**src/rtl/core/mpawb_pkg.sv**
```systemverilog
// ----------------------------------------------------------------------------
// Memory port arbiter and write buffer package
// Shared types, codes and a helper function for the arbiter and its top level.
// ----------------------------------------------------------------------------
package mpawb_pkg;

    localparam int MAX_BLOCK_WORDS = 16;
    localparam int SLOT_W          = $clog2(MAX_BLOCK_WORDS);

    // Item operation codes.
    localparam logic [1:0] OP_TICK    = 2'd0;
    localparam logic [1:0] OP_LOAD    = 2'd1;
    localparam logic [1:0] OP_ENQUEUE = 2'd2;

    // Configuration register indexes.
    localparam logic [1:0] CFG_WRITE_BACK     = 2'd0;
    localparam logic [1:0] CFG_FIRST_PENALTY  = 2'd1;
    localparam logic [1:0] CFG_LATER_PENALTY  = 2'd2;
    localparam logic [1:0] CFG_BLOCK_WORDS    = 2'd3;

    // Reported owner codes.
    localparam logic [1:0] STATE_IDLE  = 2'd0;
    localparam logic [1:0] STATE_DATA  = 2'd1;
    localparam logic [1:0] STATE_INSTR = 2'd2;
    localparam logic [1:0] STATE_WRITE = 2'd3;

    typedef enum logic [3:0] {
        OWN_IDLE  = 4'b0001,
        OWN_DATA  = 4'b0010,
        OWN_INSTR = 4'b0100,
        OWN_WRITE = 4'b1000
    } t_owner;

    typedef struct packed {
        t_owner owner;
        logic   d_req;
        logic   i_req;
        logic   busy;
    } t_arb_req;

    function automatic logic [1:0] owner_code(input t_owner owner);
        logic [1:0] code;
        unique case (owner)
            OWN_IDLE:  code = STATE_IDLE;
            OWN_DATA:  code = STATE_DATA;
            OWN_INSTR: code = STATE_INSTR;
            OWN_WRITE: code = STATE_WRITE;
            default:   code = STATE_IDLE;
        endcase
        return code;
    endfunction

endpackage

```
**src/rtl/core/mpawb_arb.sv**
```systemverilog
// ----------------------------------------------------------------------------
// Memory port owner arbiter
// Next-owner logic: idle grants data, then instruction, then the write buffer;
// a busy owner keeps the port while it still asks for it.
// ----------------------------------------------------------------------------
module mpawb_arb import mpawb_pkg::*; (
    input  t_arb_req i_req,
    output t_owner   o_next_owner
);

    always_comb begin
        o_next_owner = i_req.owner;
        unique case (i_req.owner)
            OWN_IDLE: begin
                if (i_req.d_req)      o_next_owner = OWN_DATA;
                else if (i_req.i_req) o_next_owner = OWN_INSTR;
                else if (i_req.busy)  o_next_owner = OWN_WRITE;
            end
            OWN_DATA: begin
                if (!i_req.d_req) begin
                    if (i_req.i_req)     o_next_owner = OWN_INSTR;
                    else if (i_req.busy) o_next_owner = OWN_WRITE;
                    else                 o_next_owner = OWN_IDLE;
                end
            end
            OWN_INSTR: begin
                if (!i_req.i_req) begin
                    if (i_req.d_req)     o_next_owner = OWN_DATA;
                    else if (i_req.busy) o_next_owner = OWN_WRITE;
                    else                 o_next_owner = OWN_IDLE;
                end
            end
            OWN_WRITE: begin
                if (!i_req.busy) begin
                    if (i_req.d_req)      o_next_owner = OWN_DATA;
                    else if (i_req.i_req) o_next_owner = OWN_INSTR;
                    else                  o_next_owner = OWN_IDLE;
                end
            end
            default: o_next_owner = OWN_IDLE;
        endcase
    end

endmodule

```
**src/rtl/core/memory_port_arbiter_write_buffer_unit.sv**
```systemverilog
// ----------------------------------------------------------------------------
// Memory port arbiter with one-entry write buffer
// Shares one memory port between data fills, instruction fills and a buffered
// write-back burst or write-through word.
// ----------------------------------------------------------------------------
// Every accepted item produces exactly one result in the next cycle. The owner
// machine, the penalty counter and the buffer update are all resolved in the
// cycle the item is taken, and the result sits in an output register, so a new
// item is accepted every clock whenever the output register is empty or being
// drained. Configuration writes are always taken; o_cfg_ready is tied high.
module memory_port_arbiter_write_buffer_unit import mpawb_pkg::*; (
    input  logic        i_clk,
    input  logic        i_rst_n,

    input  logic        i_cfg_valid,
    output logic        o_cfg_ready,
    input  logic [1:0]  i_cfg_index,
    input  logic [7:0]  i_cfg_data,

    input  logic        i_in_valid,
    output logic        o_in_ready,
    input  logic [1:0]  i_op,
    input  logic        i_d_fetching,
    input  logic        i_i_fetching,
    input  logic [3:0]  i_word_index,
    input  logic [31:0] i_word_data,
    input  logic [31:0] i_enqueue_address,
    input  logic        i_block_all_valid,

    output logic        o_out_valid,
    input  logic        i_out_ready,
    output logic [1:0]  o_mem_state,
    output logic        o_enqueue_accepted,
    output logic        o_mem_write_valid,
    output logic [31:0] o_mem_write_address,
    output logic [31:0] o_mem_write_data,
    output logic        o_buffer_busy,
    output logic [31:0] o_pending_address
);

    // Configuration.
    logic        r_write_back;
    logic [7:0]  r_first_penalty;
    logic [7:0]  r_later_penalty;
    logic [4:0]  r_block_words;

    // Buffer state.
    t_owner            r_owner, n_owner;
    logic              r_busy, n_busy;
    logic [7:0]        r_wait, n_wait;
    logic [SLOT_W-1:0] r_pos, n_pos;
    logic [31:0]       r_addr, n_addr;
    logic [31:0]       r_words [MAX_BLOCK_WORDS];

    // Output register.
    logic        r_out_valid;
    logic [1:0]  r_mem_state, n_mem_state;
    logic        r_accepted, n_accepted;
    logic        r_wr_valid, n_wr_valid;
    logic [31:0] r_wr_addr, n_wr_addr;
    logic [31:0] r_wr_data, n_wr_data;
    logic        r_busy_out, n_busy_out;
    logic [31:0] r_pend_addr, n_pend_addr;

    logic              in_fire;
    t_arb_req          arb_req;
    t_owner            arb_owner;
    logic [SLOT_W-1:0] last_pos;
    logic [31:0]       blk_mask;
    logic [7:0]        wait_inc;
    logic              fire;
    logic              more;
    logic              load_we;
    logic              enq_ok;
    logic [SLOT_W-1:0] load_slot;

    assign o_cfg_ready = 1'b1;
    assign o_in_ready  = !r_out_valid || i_out_ready;
    assign in_fire     = i_in_valid && o_in_ready;

    always_ff @(posedge i_clk) begin
        if (!i_rst_n) begin
            r_write_back    <= 1'b1;
            r_first_penalty <= 8'd30;
            r_later_penalty <= 8'd2;
            r_block_words   <= 5'd4;
        end else if (i_cfg_valid) begin
            unique case (i_cfg_index)
                CFG_WRITE_BACK:    r_write_back    <= i_cfg_data[0];
                CFG_FIRST_PENALTY: r_first_penalty <= i_cfg_data;
                CFG_LATER_PENALTY: r_later_penalty <= i_cfg_data;
                CFG_BLOCK_WORDS:   r_block_words   <= i_cfg_data[4:0];
                default: ;
            endcase
        end
    end

    // Last burst slot, with zero treated as one word and large sizes saturated.
    always_comb begin
        if (r_block_words == 5'd0) begin
            last_pos = '0;
        end else if (r_block_words > 5'(MAX_BLOCK_WORDS)) begin
            last_pos = SLOT_W'(MAX_BLOCK_WORDS - 1);
        end else begin
            last_pos = SLOT_W'(r_block_words - 5'd1);
        end
    end

    // The block span rounds up to a power of two before aligning the address.
    always_comb begin
        priority if (last_pos == '0)        blk_mask = ~32'h3;
        else if (last_pos == SLOT_W'(1))    blk_mask = ~32'h7;
        else if (last_pos <= SLOT_W'(3))    blk_mask = ~32'hf;
        else if (last_pos <= SLOT_W'(7))    blk_mask = ~32'h1f;
        else                                blk_mask = ~32'h3f;
    end

    assign arb_req = '{owner: r_owner, d_req: i_d_fetching, i_req: i_i_fetching,
                       busy: r_busy};

    mpawb_arb u_arb (
        .i_req        (arb_req),
        .o_next_owner (arb_owner)
    );

    assign wait_inc  = r_wait + 8'd1;
    assign load_slot = i_word_index[SLOT_W-1:0];

    always_comb begin
        n_owner    = r_owner;
        n_busy     = r_busy;
        n_wait     = r_wait;
        n_pos      = r_pos;
        n_addr     = r_addr;
        n_accepted = 1'b0;
        n_wr_valid = 1'b0;
        n_wr_addr  = '0;
        n_wr_data  = '0;
        fire       = 1'b0;
        more       = 1'b0;
        load_we    = 1'b0;
        enq_ok     = 1'b0;
        unique case (i_op)
            OP_TICK: begin
                n_owner = arb_owner;
                if (r_busy && arb_owner == OWN_WRITE) begin
                    fire   = (r_pos == '0) ? (wait_inc == r_first_penalty)
                                           : (wait_inc == r_later_penalty);
                    n_wait = wait_inc;
                    if (fire) begin
                        n_wr_valid = 1'b1;
                        n_wr_addr  = r_addr;
                        n_wr_data  = r_words[r_pos];
                        n_wait     = '0;
                        more = (r_pos == '0) ? (r_write_back && last_pos != '0)
                                             : (r_pos != last_pos);
                        if (more) begin
                            n_addr = r_addr + 32'd4;
                            n_pos  = r_pos + SLOT_W'(1);
                        end else begin
                            n_busy  = 1'b0;
                            n_owner = OWN_IDLE;
                        end
                    end
                end
            end
            OP_LOAD: begin
                load_we = !r_busy && (32'(i_word_index) < 32'(MAX_BLOCK_WORDS));
            end
            OP_ENQUEUE: begin
                enq_ok = !r_busy && i_block_all_valid;
                if (enq_ok) begin
                    n_addr     = r_write_back ? (i_enqueue_address & blk_mask)
                                              : i_enqueue_address;
                    n_busy     = 1'b1;
                    n_wait     = '0;
                    n_pos      = '0;
                    n_accepted = 1'b1;
                end
            end
            default: ;
        endcase
        n_mem_state = owner_code(n_owner);
        n_busy_out  = n_busy;
        n_pend_addr = n_busy ? n_addr : 32'hffff_ffff;
    end

    always_ff @(posedge i_clk) begin
        if (!i_rst_n) begin
            r_owner     <= OWN_IDLE;
            r_busy      <= 1'b0;
            r_wait      <= '0;
            r_pos       <= '0;
            r_addr      <= '0;
            r_out_valid <= 1'b0;
        end else begin
            if (in_fire) begin
                r_owner <= n_owner;
                r_busy  <= n_busy;
                r_wait  <= n_wait;
                r_pos   <= n_pos;
                r_addr  <= n_addr;
            end
            if (in_fire) begin
                r_out_valid <= 1'b1;
            end else if (i_out_ready) begin
                r_out_valid <= 1'b0;
            end
        end
    end

    // Buffer words: a write-through enqueue stages its word in slot zero.
    always_ff @(posedge i_clk) begin
        if (in_fire && load_we) begin
            r_words[load_slot] <= i_word_data;
        end else if (in_fire && enq_ok && !r_write_back) begin
            r_words[0] <= i_word_data;
        end
    end

    always_ff @(posedge i_clk) begin
        if (in_fire) begin
            r_mem_state <= n_mem_state;
            r_accepted  <= n_accepted;
            r_wr_valid  <= n_wr_valid;
            r_wr_addr   <= n_wr_addr;
            r_wr_data   <= n_wr_data;
            r_busy_out  <= n_busy_out;
            r_pend_addr <= n_pend_addr;
        end
    end

    assign o_out_valid         = r_out_valid;
    assign o_mem_state         = r_mem_state;
    assign o_enqueue_accepted  = r_accepted;
    assign o_mem_write_valid   = r_wr_valid;
    assign o_mem_write_address = r_wr_addr;
    assign o_mem_write_data    = r_wr_data;
    assign o_buffer_busy       = r_busy_out;
    assign o_pending_address   = r_pend_addr;

    // The write buffer only owns the port while it holds pending words.
    a_write_owner_busy: assert property (@(posedge i_clk) disable iff (!i_rst_n)
        r_owner == OWN_WRITE |-> r_busy)
        else $error("write buffer owns the port while empty");

    // A memory write leaves the port either still writing or released and empty.
    a_write_owner: assert property (@(posedge i_clk) disable iff (!i_rst_n)
        o_out_valid && o_mem_write_valid |->
            (o_mem_state == STATE_WRITE) ||
            (o_mem_state == STATE_IDLE && !o_buffer_busy))
        else $error("memory write reported without write ownership");

    // An idle buffer reports an all-ones pending address.
    a_idle_pending: assert property (@(posedge i_clk) disable iff (!i_rst_n)
        o_out_valid && !o_buffer_busy |-> o_pending_address == 32'hffff_ffff)
        else $error("idle buffer reports a pending address");

    // A taken enqueue always leaves the buffer busy and writes nothing.
    a_enqueue_busy: assert property (@(posedge i_clk) disable iff (!i_rst_n)
        o_out_valid && o_enqueue_accepted |-> o_buffer_busy && !o_mem_write_valid)
        else $error("accepted enqueue did not fill the buffer");

endmodule

```
**config.mk**
```make
export PLATFORM = sky130hd
export DESIGN_NAME = memory_port_arbiter_write_buffer_unit
export DESIGN_NICKNAME = d
export VERILOG_FILES = /design/src/rtl/core/mpawb_pkg.sv /design/src/rtl/core/mpawb_arb.sv /design/src/rtl/core/memory_port_arbiter_write_buffer_unit.sv
export SDC_FILE = /design/constraint.sdc
export NUM_CORES = 1
export LEC_CHECK = 0
export BUFFER_PORTS_ARGS = -buffer_cell sky130_fd_sc_hd__clkbuf_2
export CAP_MARGIN = 0
export CORE_ASPECT_RATIO = 1.5
export CORE_MARGIN = 2
export CORE_UTILIZATION = 54
export CTS_CLUSTER_SIZE = 16
export DETAILED_ROUTE_END_ITERATION = 8
export PLACE_DENSITY = 0.79
export SLEW_MARGIN = 20
export SYNTH_ARGS = -nofsm -noshare
export SYNTH_HDL_FRONTEND = slang
export SYNTH_HIERARCHICAL = 1
export SYNTH_SLANG_ARGS = --single-unit
```
**constraint.sdc**
```tcl
create_clock -name i_clk -period 6.45 [get_ports i_clk]
set_clock_uncertainty 0.05 [all_clocks]
set_input_delay 0.3225 -clock i_clk [delete_from_list [all_inputs] [get_ports i_clk]]
set_output_delay 0.3225 -clock i_clk [all_outputs]
set_load 0.01 [all_outputs]
```
# == After elaboration in Yosys (flattened, before gate mapping) ==
# Memory sizes are Yosys's and may differ from the RTL's. A register that Yosys moved wholly into a read port is not among the register bits.
# Index checks and enable logic that the tools add are counted.
# W data, S select, Z words.
# word_totals
in_bits,88
output_inout_bits,104
mem_bits_rw,512
memories,1
regBits,141
elab_cells,134
# classes
n_eq_ne,21
mux,59
bitwise,1
reduce_logical,29
n_lt_le_gt_ge,3
n_addsub,4
# memory_table
name,depth,width,read_ports,rd_clocked_by_memory_dff,write_ports,line_no,rtl
r_words,16,32,1,1,1,memory_port_arbiter_write_buffer_unit.sv:53,logic [31:0] r_words [MAX_BLOCK_WORDS];
# op_table
op,n
$mux W32,6
$mux W4,21
$pmux W32 S2,1
$add A32 B3 Y32 const B,1
$and A32 B32 Y32,1
$reduce_or A32 Y1,1
$mux W6,4
$mux W8,3
$mux W1,18
$eq A8 B8 Y1,2
$pmux W4 S4,1
$pmux W8 S2,1
$eq A4 B4 Y1 const B,3
$reduce_and A2 Y1,5
$add A8 B1 Y8 const B,1
$eq A4 B1 Y1 const B,2
$eq A4 B2 Y1 const B,2
$eq A4 B3 Y1 const B,2
$logic_not A4 Y1,2
$ne A2 B2 Y1 const B,4
$pmux W4 S2,1
$logic_and A1 B1 Y1,7
$eq A2 B2 Y1 const B,3
$pmux W2 S3,1
other kinds (18),24

# == Depth between registers and ports, before layout ==
# logic_depth
depth_word,12
mapped_depth,16
ltp_nobuf,12

# == By module ==
# Netlist, hierarchy kept.
# modules_own_cells
module,seq_area_each_um2,area_per_inst_um2,cells_per_inst,n_inst
memory_port_arbiter_write_buffer_unit,19849.0,28249.6,1691,1
mpawb_arb,0.0,196.4,30,1

# == Worst setup path after synthesis ==
# Ideal clock, no wire load.
# synth_path
path_kind,in2reg
startpoint,input i_out_ready
endpoint,"memory r_words[0][0], enable pin"
n_path_buf,2
setup_time_ps,421
required_ps,5979
stages,7
arrival_ps,5960
path_slack_ps,20
cell_sequence,nand2b_1 nand2_1 inv_1 clkbuf_1 clkbuf_1 nand2_1 nor2_1
# synth_via
elab_chain_len,9
elab_cells_between_ends,13
classes_between,7 x mux; 6 x reduce/logical
# synth_lines
item,line_no,rtl
"start, declared",memory_port_arbiter_write_buffer_unit.sv:31,"input logic i_out_ready,"
$logic_or A1 B1 Y1 *,memory_port_arbiter_write_buffer_unit.sv:78,assign o_in_ready = !r_out_valid || i_out_ready;
$logic_and A1 B1 Y1 *,memory_port_arbiter_write_buffer_unit.sv:79,assign in_fire = i_in_valid && o_in_ready;
named net in_fire,memory_port_arbiter_write_buffer_unit.sv:65,logic in_fire;
$logic_and A1 B1 Y1 (2 in a row),memory_port_arbiter_write_buffer_unit.sv:216,end else if (in_fire && enq_ok && !r_write_back) begin
$mux W1,memory_port_arbiter_write_buffer_unit.sv:216,
$mux W1,memory_port_arbiter_write_buffer_unit.sv:214,if (in_fire && load_we) begin
$mux W1 (implied by the code),memory_port_arbiter_write_buffer_unit.sv:217,r_words[0] <= i_word_data;
$reduce_or A32 Y1 (no source line),-,
$mux W4 (no source line) / $mux W1 (equally long branches),-,
"end, declared",memory_port_arbiter_write_buffer_unit.sv:53,
# Mark *: on every way through the listed nets, which the timed path passes. The rest lies on a longest branch.

# == Worst setup path in the final report ==
# layout_path
startpoint,register r_pos[1]
endpoint,"register r_pend_addr[30], in the netlist o_pending_address[30], data pin"
# layout_via
elab_chain_len,6
elab_cells_between_ends,12
classes_between,1 x eq/ne; 10 x mux; 1 x reduce/logical
# layout_lines
item,line_no,rtl
"start, declared",memory_port_arbiter_write_buffer_unit.sv:51,"logic [SLOT_W-1:0] r_pos, n_pos;"
"start signal, assigned",memory_port_arbiter_write_buffer_unit.sv:201,r_pos <= n_pos;
$ne A4 B4 Y1 / $logic_not A4 Y1 (equally long branches),"memory_port_arbiter_write_buffer_unit.sv:156, memory_port_arbiter_write_buffer_unit.sv:147, memory_port_arbiter_write_buffer_unit.sv:155",
$mux W1,memory_port_arbiter_write_buffer_unit.sv:155,more = (r_pos == '0) ? (r_write_back && last_pos != '0)
$mux W32 / $mux W1 (equally long branches),memory_port_arbiter_write_buffer_unit.sv:157,if (more) begin
$mux W32 / $mux W1 (equally long branches),memory_port_arbiter_write_buffer_unit.sv:150,if (fire) begin
$mux W32 / $mux W1 (equally long branches),memory_port_arbiter_write_buffer_unit.sv:146,if (r_busy && arb_owner == OWN_WRITE) begin
$pmux W32 S2 / $pmux W1 S2 (equally long branches),memory_port_arbiter_write_buffer_unit.sv:143,unique case (i_op)
"end signal, assigned",memory_port_arbiter_write_buffer_unit.sv:229,r_pend_addr <= n_pend_addr;
"end, declared",memory_port_arbiter_write_buffer_unit.sv:63,"logic [31:0] r_pend_addr, n_pend_addr;"
# Several ways; a longest one is shown, not always the timed one.
# A chain may end at the register's enable or synchronous reset.

==> impl_metrics.sql <==
INSERT INTO impl_metrics (metric_group, metric, value, unit) VALUES
('routing', 'remaining_drc_errors', '0', ''),
('timing', 'tightestPinTransition', '1.117', 'ns'),
('pwr', 'cellLeakagePower', '0.01058', 'µW'),
('worst_setup_path', 'worst_ep_required_time', '6.87', 'ns'),
('logic_synthesis', 'yosysSeqAreaShare', '69.78', '%'),
('floorplanning', 'fp.dieH', '285.1', 'µm'),
('routing', 'routed_wire_length_per_instance', '27.96', 'µm'),
('logic_synthesis', 'synth_seq_cells', '685', ''),
('timing', 'timing.slew.headroom', '25.33', '%'),
('worst_setup_path', 'critical_path_buf_inv_count', '2', ''),
('status', 'status', 'complete, no violations', ''),
('global_routing', 'global_route.overflow_total', '0', ''),
('clock_network', 'tritoncts_clock_tree', 'built', ''),
('clock_network', 'clock_sink_count', '685', ''),
('clock_network', 'clk-insertion-delay-late', '0.64', 'ns'),
('worst_setup_path', 'worst_ep_arrival_time', '5.68', 'ns'),
('logic_synthesis', 'synth.lib_cells_used.distinct', '78', ''),
('place', 'dp_hpwl', '42.95', 'mm'),
('logic_synthesis', 'synthesis.yosys.warnings', '6', ''),
('logic_synthesis', 'synth.cell_area', '0.02845', 'mm²'),
('cells_and_area', 'multi_input_area', '0.008190', 'mm²'),
('timing', 'period_needed', '5.265', 'ns'),
('routing', 'wl_final', '74.14', 'mm'),
('clock_network', 'ctsRootBufferMaster', 'sky130_fd_sc_hd__clkbuf_16', ''),
('pwr', 'pwr_density_cell', '283.5', 'mW/mm²'),
('global_routing', 'grt_use_total', '27.48', '%'),
('logic_synthesis', 'netlist.top_cell.by_area', 'sky130_fd_sc_hd__edfxtp_1', ''),
('worst_setup_path', 'crit_path_max_incr_delay', '0.79', 'ns'),
('timing', 'report.final.slew_viol_count', '0', ''),
('timing', 'max_clock_freq', '189.9', 'MHz'),
('worst_setup_path', 'crit_path_end_kind', 'flip-flop', ''),
('global_routing', 'grt_first_pass_wirelength', '109.4', 'mm'),
('timing', 'rsz0062_at_grt', 'false', ''),
('global_routing', 'largest_net_degree_at_the_start_of_global_routing', '75', ''),
('run', 'maxCapViolCount', '0', ''),
('worst_setup_path', 'crit_type', 'reg -> reg', ''),
('logic_synthesis', 'yosys_most_used_dff', 'sky130_fd_sc_hd__edfxtp_1', ''),
('routing', 'final_antenna_net_count', '0', ''),
('logic_synthesis', 'postSynthNetCount', '1815', ''),
('logic_synthesis', 'synth_largest_type_area_fraction', '64.71', '%'),
('place', 'port_buffers', '190', ''),
('clock_network', 'path_clk_slew', '0.07', 'ns'),
('clock_network', 'ctsHtreeMaxLevel', '2', ''),
('routing', 'drt_pass1_iterations', '5', ''),
('logic_synthesis', 'synth-edff-count', '613', ''),
('worst_setup_path', 'critical_path.most_common_cell', 'sky130_fd_sc_hd__inv_1', ''),
('worst_setup_path', 'path_delay_family', 'simple AND/OR/NAND/NOR gates', ''),
('worst_setup_path', 'timing.critical_path.from_type', 'flip-flop', ''),
('cells_and_area', 'num-fill-cells', '3700', ''),
('cells_and_area', 'syn2layout_area_growth', '14.16', '%'),
('timing', 'min_period_over_period', '81.63', '%'),
('logic_synthesis', 'synthArstFlopShare', '0', '%'),
('clock_network', 'cts-buffers-inserted', '60', ''),
('floorplanning', 'fp.dieArea', '0.05457', 'mm²'),
('worst_setup_path', 'crit_slowest_cell', 'sky130_fd_sc_hd__nor3b_2', ''),
('cells_and_area', 'final_net_count', '2011', ''),
('floorplanning', 'number_of_standard_cell_rows_in_the_floorplan', '103', ''),
('cells_and_area', 'seqCellArea', '0.01986', 'mm²'),
('min_path', 'min-delay-path-class', 'in -> reg', ''),
('clock_network', 'cts_resized', '0', ''),
('floorplanning', 'fp.coreArea', '0.05232', 'mm²'),
('logic_synthesis', 'synth_top_cells_by_area', 'sky130_fd_sc_hd__edfxtp_1 65%, sky130_fd_sc_hd__mux4_2 13%, sky130_fd_sc_hd__dfxtp_1 5.1%', ''),
('place', 'globalplace.congestion', '0.9234', ''),
('global_routing', 'number_of_global_route_vias_before_repair', '17430', ''),
('pwr', 'irDropWorstVdd', '0.2723', 'mV'),
('logic_synthesis', 'synth.avg_cell_area', '16.53', 'µm²'),
('worst_setup_path', 'path_max_fanout', '62', ''),
('routing', 'drt_iter0_drc', '1900', ''),
('cells_and_area', 'post-route-util', '62.06', '%'),
('global_routing', 'antenna_found_initial', '5', ''),
('pwr', 'total_power', '9207', 'µW');
==> final timing paths <==
path	start	endpoint	slack [ns]	depth (start not counted)
setup / recovery	r_pos[1]	o_pending_address[30]	1.18	12
hold / removal	i_enqueue_address[22]	r_addr[22]	0.03	3
setup reg to reg	r_pos[1]	o_pending_address[30]	1.18	12
hold reg to reg	r_later_penalty[0]	r_later_penalty[0]	0.41	2
==> report_power, final <==
| part | internal (µW) | switching, µW | total [µW] | leakage [µW] |
|---|---|---|---|---|
| clock network | 2170 | 1630 | 3800 | 0.00103 |
| logic | 180 | 282 | 462 | 0.00340 |
| registers | 4890 | 55.0 | 4940 | 0.00615 |
| total | 7240 | 1970 | 9210 | 0.0106 |
==> metrics by stage <==
| stage | cell area, µm² | hold slack (ns) | setup slack, ns | cells |
|---|---|---|---|---|
| after floorplan | 28450 | 0.3714 | 0.01961 | 1721 |
| after global placement | 30220 | 0.4050 | 1.538 | 2522 |
| after detailed placement | 30220 | 0.4020 | 1.281 | 2522 |
| after CTS | 32470 | 0.0001111 | 1.246 | 2650 |
| after global routing | 32470 | 0.02783 | 0.9068 | 2652 |
| final | 32470 | 0.02893 | 1.185 | 2652 |
==> cell usage after synthesis (all sizes together), types with 4 or more instances <==
library cell and number:
nor3 36, o21a 8, a21oi 64, o211ai 7
nand4 18, nor4b 4, nor4 10, nor2 89
a211oi 5, inv 22, o41ai 4, edfxtp 613
xor2 7, o31a 7, and3 21, nand2b 7
nand3b 5, nand3 47, o221a 4, dfxtp 72
xnor2 13, or2 7, nand2 111, clkbuf 80
o31ai 13, o22ai 13, buf 28, a31oi 12
and2 66, ha 6, mux2i 17, o311a 4
nor2b 6, a31o 5, a22oi 4, mux4 160
or4 6, a21o 8, and4 5, a311oi 6
o21ai 49, or3 11
==> area by class of cell <==
type                       instances  area share [%]
sequential                       685           61.15
multi-input combinational        906           25.22
clock buffer                      72           5.001
timing repair buffer             242           4.246
tap                              682           2.628
clock inverter                    41           1.472
inverter                          22          0.2620
antenna                            2         0.01541
==> flip-flops by register name, indices dropped and copies added, names as in the netlist, 2 cells and up <==
signal and flops:
o_mem_write_address 32, r_first_penalty 8, r_pos 4, r_addr 32, r_later_penalty 8, r_words 512
r_block_words 5, r_owner 4, o_pending_address 32, r_wait 8, o_mem_state 2, o_mem_write_data 32
==> kinds of logic after synthesis <==
| family | share of synthesized area (%) |
|---|---|
| other | 0.01318 |
| muxes | 13.35 |
| buffers and inverters | 1.861 |
| DFF | 69.78 |
| adders and majority gates | 0.2639 |
| AOI/OAI and AO/OA | 5.555 |
| and+or+nand+nor | 8.331 |
| xor gates and xnor gates | 0.8533 |
==> worst reg2reg max path: stages (launching register included) <==
cell and delay, ns:
sky130_fd_sc_hd__dfxtp_4 0.59, sky130_fd_sc_hd__inv_1 0.21, sky130_fd_sc_hd__ha_1 0.18, sky130_fd_sc_hd__nor3b_2 0.79, sky130_fd_sc_hd__mux2i_1 0.32, sky130_fd_sc_hd__xnor3_1 0.23, sky130_fd_sc_hd__nand2b_4 0.17, sky130_fd_sc_hd__nor3_1 0.37
sky130_fd_sc_hd__nand3_1 0.32, sky130_fd_sc_hd__o21ai_2 0.64, sky130_fd_sc_hd__inv_1 0.64, sky130_fd_sc_hd__and4_1 0.41, sky130_fd_sc_hd__a211oi_1 0.19
==> cell usage in the layout (no fill, tap or decap), types with 21 or more instances in the layout <==
master and n:
sky130_fd_sc_hd__mux4_2 160, sky130_fd_sc_hd__nand2_1 111, sky130_fd_sc_hd__nor2_1 71, sky130_fd_sc_hd__dfxtp_1 68, sky130_fd_sc_hd__edfxtp_1 613, sky130_fd_sc_hd__nor3_1 34, sky130_fd_sc_hd__nand3_1 46, sky130_fd_sc_hd__buf_4 37
sky130_fd_sc_hd__and3_1 21, sky130_fd_sc_hd__clkbuf_2 190, sky130_fd_sc_hd__clkbuf_16 63, sky130_fd_sc_hd__and2_1 66, sky130_fd_sc_hd__o21ai_0 46, sky130_fd_sc_hd__a21oi_1 64
==> repair_timing <==
action,4_1_cts,5_1_grt
hold endpoints to repair,33,0
hold buffers,15,0
setup endpoints to repair,0,0
setup buffers,0,0
==> routing by layer <==
layer	part of all wire (%)	GRT usage (%)	wire length, µm	vias up
li1	-	-	-	7260
met2	53	48.20	38980	1044
met4	4.4	12.42	3253	6
met3	8.4	4.603	6244	207
met1	35	33.18	25620	8520
met5	0.054	0	40	-
Note: power is estimated with default switching activity, not from simulation.
